## src/rtl/mandelbrot_tile_pixel_core_macros.svh

```systemverilog
// Assertion macros shared by the tile pixel core modules.
`ifndef MANDELBROT_TILE_PIXEL_CORE_MACROS_SVH
`define MANDELBROT_TILE_PIXEL_CORE_MACROS_SVH
`ifndef SYNTH
`define MTP_ASSERT_IMP(lbl, clk_s, rst_s, ante, cons, msg) \
  lbl: assert property (@(posedge clk_s) disable iff (rst_s) (ante) |-> (cons)) else $error(msg);
`define MTP_ASSERT_NXT(lbl, clk_s, rst_s, ante, cons, msg) \
  lbl: assert property (@(posedge clk_s) disable iff (rst_s) (ante) |=> (cons)) else $error(msg);
`else
`define MTP_ASSERT_IMP(lbl, clk_s, rst_s, ante, cons, msg)
`define MTP_ASSERT_NXT(lbl, clk_s, rst_s, ante, cons, msg)
`endif
`endif

```

## src/rtl/mtp_pkg.sv

```systemverilog
// Constants, widths and controller/datapath interface types of the tile pixel core.
package mtp_pkg;

  localparam int FRAC_BITS = 55;
  localparam int MAX_STEPS = 256;
  localparam int TILE_SIZE = 256;
  localparam int TILE_LOG2 = $clog2(TILE_SIZE);

  localparam int WORD_W = 64;
  localparam int HALF_W = WORD_W / 2;
  localparam int ACC_W  = 2 * WORD_W;

  localparam int ZOOM_W  = 6;
  localparam int TILE_W  = 40;
  localparam int PIX_W   = 8;
  localparam int CHAN_W  = 8;
  localparam int STEPS_W = 9;

  localparam int POS_W    = TILE_W + TILE_LOG2 + 1;
  localparam int UP_SH    = FRAC_BITS + 1 - TILE_LOG2;
  localparam int WIDE_W   = POS_W + UP_SH;
  localparam int SCALED_W = FRAC_BITS + 3;
  localparam int K_W      = $clog2(MAX_STEPS + 1);

  localparam int CFG_IDX_W  = 2;
  localparam int CFG_DATA_W = TILE_W;
  localparam int IN_DATA_W  = 2 * PIX_W;
  localparam int OUT_DATA_W = 40;

  localparam logic [CFG_IDX_W-1:0] CFG_ZOOM   = 2'd0;
  localparam logic [CFG_IDX_W-1:0] CFG_TILE_X = 2'd1;
  localparam logic [CFG_IDX_W-1:0] CFG_TILE_Y = 2'd2;

  localparam logic [SCALED_W-1:0] SCALED_LIM = SCALED_W'(11) << (FRAC_BITS - 1);
  localparam logic [WORD_W-1:0] ONE_FX    = WORD_W'(1) << FRAC_BITS;
  localparam logic [WORD_W-1:0] FOUR_FX   = WORD_W'(4) << FRAC_BITS;
  localparam logic [WORD_W-1:0] OFFSET_RE = WORD_W'(3) << (FRAC_BITS - 1);
  localparam logic [WORD_W-1:0] OFFSET_IM = ONE_FX;
  localparam logic [WORD_W-1:0] FX_MAX    = {1'b0, {(WORD_W - 1){1'b1}}};

  typedef struct packed {
    logic latch_pix;
    logic scale;
    logic offset;
    logic start_sq;
    logic cap_sq;
    logic start_p;
    logic update_z;
    logic check;
    logic load_out;
  } mtp_cmd_t;

  typedef struct packed {
    logic mul_done;
    logic escape;
    logic k_zero;
    logic k_last;
    logic out_free;
  } mtp_status_t;

endpackage

```

## src/rtl/mtp_ctrl.sv

```systemverilog
// Controller state machine that sequences one pixel through the datapath.
module mtp_ctrl (
  input  logic                 clk,
  input  logic                 rst,
  input  logic                 s_valid,
  output logic                 s_ready,
  input  mtp_pkg::mtp_status_t status,
  output mtp_pkg::mtp_cmd_t    cmd
);

  typedef enum logic [3:0] {
    IDLE,
    SCALE,
    OFFSET,
    START_SQ,
    WAIT_SQ,
    START_P,
    WAIT_P,
    UPDATE,
    CHECK,
    FINISH
  } state_t;

  state_t state;
  state_t state_next;

  assign s_ready = (state == IDLE);

  always_comb begin
    state_next = state;
    cmd        = '0;
    unique case (state)
      IDLE: begin
        if (s_valid) begin
          cmd.latch_pix = 1'b1;
          state_next    = SCALE;
        end
      end
      SCALE: begin
        cmd.scale  = 1'b1;
        state_next = OFFSET;
      end
      OFFSET: begin
        cmd.offset = 1'b1;
        state_next = START_SQ;
      end
      START_SQ: begin
        cmd.start_sq = 1'b1;
        state_next   = WAIT_SQ;
      end
      WAIT_SQ: begin
        // The squares of c itself come before the first step and need no escape test.
        if (status.mul_done) begin
          cmd.cap_sq = 1'b1;
          state_next = status.k_zero ? START_P : CHECK;
        end
      end
      START_P: begin
        cmd.start_p = 1'b1;
        state_next  = WAIT_P;
      end
      WAIT_P: begin
        if (status.mul_done) begin
          state_next = UPDATE;
        end
      end
      UPDATE: begin
        cmd.update_z = 1'b1;
        state_next   = START_SQ;
      end
      CHECK: begin
        cmd.check  = 1'b1;
        state_next = (status.escape || status.k_last) ? FINISH : START_P;
      end
      FINISH: begin
        if (status.out_free) begin
          cmd.load_out = 1'b1;
          state_next   = IDLE;
        end
      end
      default: state_next = IDLE;
    endcase
  end

  always_ff @(posedge clk) begin
    if (rst) begin
      state <= IDLE;
    end else begin
      state <= state_next;
    end
  end

endmodule
```

## config.mk

```make
export PLATFORM = sky130hd
export DESIGN_NAME = mtp_ctrl
export DESIGN_NICKNAME = d
export VERILOG_FILES = /design/src/rtl/mandelbrot_tile_pixel_core_macros.svh /design/src/rtl/mtp_pkg.sv /design/src/rtl/mtp_ctrl.sv
export SDC_FILE = /design/constraint.sdc
export NUM_CORES = 1
export LEC_CHECK = 0
export BUFFER_PORTS_ARGS = -buffer_cell sky130_fd_sc_hd__buf_2
export CORE_AREA = 2 2 39 41
export DETAILED_ROUTE_END_ITERATION = 7
export DIE_AREA = 0 0 41 43
export PLACE_DENSITY = 0.63
export SLEW_MARGIN = 20
export SYNTH_ARGS = -nofsm -noshare
export SYNTH_HDL_FRONTEND = slang
export SYNTH_SLANG_ARGS = --single-unit
```

## constraint.sdc

```tcl
create_clock -name clk -period 1.1 [get_ports clk]
set_input_delay 0.22 -clock clk [delete_from_list [all_inputs] [get_ports clk]]
set_output_delay 0.22 -clock clk [all_outputs]
set_load 0.005 [all_outputs]
```

Yosys cells after proc, flatten, opt, wreduce, memory -nomap -nowiden
Index checks and enable logic that the tools add are counted.
{"block": "totals", "out_inout_bits": 10, "inputBits": 8, "register_bits": 4, "elab_cells": 37}
{"block": "op_classes", "mux": 19, "reduce_logical": 4, "n_eq_ne": 13}
{"operator": "one-hot mux 4 bit (9 select lines)", "n": 1}
{"operator": "two-way mux 4 bit", "n": 6}
{"operator": "== test 4 x 3 -> 1 bit (second input constant)", "n": 4}
{"operator": "two-way mux 1 bit", "n": 12}
{"operator": "== test 4 x 2 -> 1 bit (second input constant)", "n": 2}
{"operator": "== test 4 bit (second input constant)", "n": 2}
{"operator": "inequality test 2 bit (second input constant)", "n": 4}
{"operator": "== test 4 x 1 -> 1 bit (second input constant)", "n": 1}
{"operator": "logical NOT 4 bit", "n": 1}
{"operator": "AND reduction 4 bit", "n": 1}
{"operator": "OR reduction 2 bit", "n": 1}
{"operator": "logical OR 1 bit", "n": 1}

Longest topological paths before layout
{"block": "logic_depth", "depth_word": 3, "mapped_depth": 4, "depth_no_buf": 3}

Worst setup path before layout
OpenSTA, ideal clock, no wires.
{"block": "synth_path", "path_type": "reg2reg", "start": "reg state[0]", "end": "reg state[0]", "setup_time_ps": 86, "path_slack_ps": -75, "n_path_buf": 0, "synth_period_minus_slack_ps": 1175, "required_time_ps": 1014, "t_arrival_ps": 1089, "path_stages_with_launch": 4, "cell_sequence": "dfxtp_1 -> nor4_2 -> a221o_1 -> a221oi_2"}
{"block": "synth_between", "elab_chain_cells": 3, "word_cells_on_any_way": 17, "classes_between": "eq/ne: 13; mux: 1; reduce/logical: 3"}
{"item": "from (decl)", "line": "mtp_ctrl.sv:24", "text": "state_t state;"}
{"item": "from (signal assigned)", "line": "mtp_ctrl.sv:89", "text": "state <= state_next;"}
{"item": "logical NOT 4 bit (*)"}
{"item": "named net s_ready", "line": "mtp_ctrl.sv:6", "text": "output logic s_ready,"}
{"item": "inequality test 2 bit (no source line)"}
{"item": "AND reduction 4 bit (no source line)"}
Mark *: on every way through the listed nets, which the timed path passes. The rest lies on a longest branch.
A chain may end at the register's enable or synchronous reset.

==> parameters.txt <==
Parameter                              Value

Cells and area
  Final-stage net count    96
  Area occupied by registers    a little over 90 sq um
  Ratio of cells with drive above 1 in the final layout    0.6860
  Antenna Diode Count    0
  Most common cell after layout, fill and taps aside    sky130_fd_sc_hd__buf_2
  Number of fill cells    133
  Final Instance Area    between 700 and 800 sq um
  Number of flip-flops in the largest register    4
  Largest registers in the final layout    state x4
  Area occupied by multi-input gates    ~370 sq um
  Most frequent cells in the layout    sky130_fd_sc_hd__buf_2 (17), sky130_fd_sc_hd__buf_4 (11), sky130_fd_sc_hd__buf_6 (6), sky130_fd_sc_hd__nor2_1 (5)
  Synth-to-Final Area Change    103.0%
  Largest register by flop count    state

GRT
  Initial antenna violation count    0
  Met1 capacity usage during global routing    0.1968
  Met2 Use GR    0.3313
  Global Route met3 Usage    0.03141
  First-pass GRT wire length    between 2000 and 2500 microns
  GR Overflow Total    0
  Pin count of the biggest net entering global routing    10
  Overall Global Routing Usage    0.1829
  Most utilized layer in the global route result    met2
  Vias in the first global route    530

Critical path
  Number of cells on the worst reg-to-reg path    4
  Capture point of the critical path    cmd[1]
  Slowest cell delay on critical path    ~360 ps
  Setup slack of the most critical reg-to-reg path    -190 ps
  Critical path cell sequence    buf_6, nor4b_4, buf_2
  Reg2Reg Capture Point    state[0]
  Kind of launch point of the worst setup path    register
  Critical Path Fanout Max    5
  CP Launch Point    state[1]
  Required time of the critical path    approximately 900 ps
  Data arrival at the endpoint of the critical path    ~1200 ps
  FF-to-FF Start    state[3]
  Critical path capture point type    output port
  Kind of critical path    register to output port
  Master of the slowest instance on the critical path    sky130_fd_sc_hd__dfxtp_4

Routing
  Total via count in the routed design    between 500 and 600
  Remaining routing DRC violations    0
  Number of optimization iterations in the first detailed-route pass    2
  Iteration-0 DRC Markers    4
  Average routed wire per standard cell    ~14 microns
  Final antenna-violating net count    0
  Routed wire length    around 1400 microns
  Per-cell via count in the routed design    approximately 5.0

Floorplan
  Floorplan core area    0.001384 sq mm
  Floorplan row count    14
  Overall die area    0.001763 sq mm
  Initial core utilization    0.2740
  Die Span Y    43 microns
  Number of I/O pins    18
  Die Wd    about 40 microns

Timing
  Final setup viols    13
  Setup repair after global routing missed its margin    yes
  Layout Skew    roughly 2 ps
  Number of hold-slack violations in the final timing report    0
  Setup slack after layout    -290.0 ps
  Worst slew slack as a fraction of its limit    0.8300
  Period minus WS final    1390 ps
  Worst slew pin tran    253.2 ps
  Period Utilization, post-route    1.264
  Achievable frequency    0.7194 GHz
  Number of slew-limit violations in the final report    0

Power
  Peak supply drop    0.0007322 V
  Switching power share of the total    0.3582
  Static Leakage    0.3549 nW
  Switching power of the nets    approximately 0.3 mW
  Flop pwr share    0.247
  Fraction of power consumed by the clock network    0.222
  Part of the total power dissipated in combinational logic    0.531
  PwrDens    1085 mW/mm^2
  Post-route total power    between 0.8 and 0.9 mW
  Total internal power    ~0.54 mW

Logic synthesis
  Fraction of the mapped netlist area in simple logic gates    0.4422
  Synth area leaders    sky130_fd_sc_hd__dfxtp_1 (21%), sky130_fd_sc_hd__nor2_1 (6.9%), sky130_fd_sc_hd__nand2b_1 (6.6%)
  Cell type with the highest aggregate area in the netlist    sky130_fd_sc_hd__dfxtp_1
  Per-instance average area after synthesis    around 7.3 sq um
  Flip-flop and latch count after synthesis    4
  Proportion of netlist area held by the largest area contributor    0.2112
  Xor and xnor fraction of the mapped netlist area    0
  Dominant combinational cell family by area after synthesis    simple AND/OR/NAND/NOR gates
  Post-synthesis instance area    ~380 sq um
  Seq/Total Area, Yosys    0.2112
  Syn_nets    60
  Share of synthesized cell area in full adder, half adder and majority cells    0
  Post-synthesis instance total    52
  Number of library cell types mapped by synthesis    29
  Compound-Gate Fraction of Synth Area    0.2673
  Share of synthesized area spent on multiplexers    0
  Warnings from Yosys    0

Hold path
  Class of the tightest hold or removal check    primary input to register
  Worst hold start    status[3]

Placement
  Placer Congestion    approximately 0.8
  DPL Wire Length    838.8 microns
  Area of placed instances    563.0 sq um
  Port bufs    17

Clock network
  Latest clock arrival within the worst-skew pair    230 ps
  Deepest clock path buffer count    2
  Clock root buffer master    sky130_fd_sc_hd__clkbuf_4
  CTS tree    yes
  H-tree level count    1
  Clock slew at the register clock pins of the worst setup and hold paths    approximately 40 ps
  Clock Sink Count    4
  Number of CTS-inserted buffers    3
  Hold-fix buffers at CTS    0

Run
  Max Cap Viol    0

Run status
  Failing checks    negative setup slack
  Outcome    finished with violations
-- cells by family (layout without fill, tap and decap cells) --
logic type,Yosys count,after routing
AOI/OAI and AO/OA,13,13
DFF,4,4
buffers and inverters,7,41
and+or+nand+nor,28,28
-- worst max-delay path, delay by kind of cell, from the launching register on --
family	cells	cell delay [ps]
AND/OR/NAND/NOR	1	280
flip-flops	1	360
buffers and inverters	2	300
-- Yosys cell counts --
library cell	n
sky130_fd_sc_hd__o21ai_0	1
sky130_fd_sc_hd__nor3b_1	1
sky130_fd_sc_hd__nor4_2	1
sky130_fd_sc_hd__and2_1	1
sky130_fd_sc_hd__nand2_1	4
sky130_fd_sc_hd__a21o_1	1
sky130_fd_sc_hd__dfxtp_1	4
sky130_fd_sc_hd__nor4b_1	1
sky130_fd_sc_hd__or3_1	1
sky130_fd_sc_hd__buf_2	3
sky130_fd_sc_hd__a21oi_1	2
sky130_fd_sc_hd__a211o_1	1
sky130_fd_sc_hd__a31oi_1	1
sky130_fd_sc_hd__a31o_2	1
sky130_fd_sc_hd__nor4_1	1
sky130_fd_sc_hd__a221oi_2	1
sky130_fd_sc_hd__o21bai_1	1
sky130_fd_sc_hd__nor4b_2	1
sky130_fd_sc_hd__nor3_1	3
sky130_fd_sc_hd__nand2b_1	4
sky130_fd_sc_hd__and4b_1	1
sky130_fd_sc_hd__a221o_1	1
sky130_fd_sc_hd__or4_1	1
sky130_fd_sc_hd__o31ai_1	1
sky130_fd_sc_hd__o21a_1	2
sky130_fd_sc_hd__clkbuf_1	1
sky130_fd_sc_hd__nor2_1	7
sky130_fd_sc_hd__and3_1	1
sky130_fd_sc_hd__inv_1	3
-- area by class of cell --
| cell class | instances | area share |
|---|---|---|
| Tap cell | 16 | 0.02602 |
| Inverter | 3 | 0.01463 |
| Multi-Input combinational cell | 41 | 0.4780 |
| Timing Repair Buffer | 35 | 0.3317 |
| Clock buffer | 3 | 0.02927 |
| Sequential cell | 4 | 0.1203 |
-- power by group through the flow --
stage	combinational [mW]	clock, mW	sequential [mW]
finish	0.443	0.186	0.206
global route	0.481	0.199	0.210
CTS	0.390	0.192	0.200
detailed placement	0.303	0	0.195
global placement	0.297	0	0.195
floorplan	0.165	0	0.185
-- per-layer routing --
metal | part of all wire | vias up
met4 | 0 | 0
li1 | - | 262
met2 | 0.59 | 10
met1 | 0.39 | 243
met3 | 0.023 | 0
met5 | 0 | -
-- stage by stage --
step	hold WS (ps)	instances	utilization	TNS, ps	setup slack [ps]
3_5_place_dp	513.4	91	0.4069	-664.2	-143.5
5_1_grt	285.1	102	0.5561	-3465	-349.7
3_3_place_gp	513.6	91	0.4069	-643.9	-129.4
2_1_floorplan	278.8	52	-	-52.16	-33.35
4_1_cts	256.9	102	0.5163	-2811	-282.0
6_report	262.3	102	0.5561	-2760	-290.0
-- worst min-delay path by stage --
stage	slack, ps	cells after the start	to
3_3_place_gp	510	4	state[2]
5_1_grt	290	4	state[2]
6_report	260	4	state[2]
3_5_place_dp	510	4	state[2]
4_1_cts	260	4	state[2]
2_1_floorplan	280	1	state[0]
-- repair_timing --
item                                    in CTS  in global routing
pin swaps                                    5                  6
endpoints found under the hold margin        0                  0
endpoints found under the setup margin      13                 14
setup buffers                                8                  0
resized for setup                           16                 11
Power figures use the tool's default switching activity.
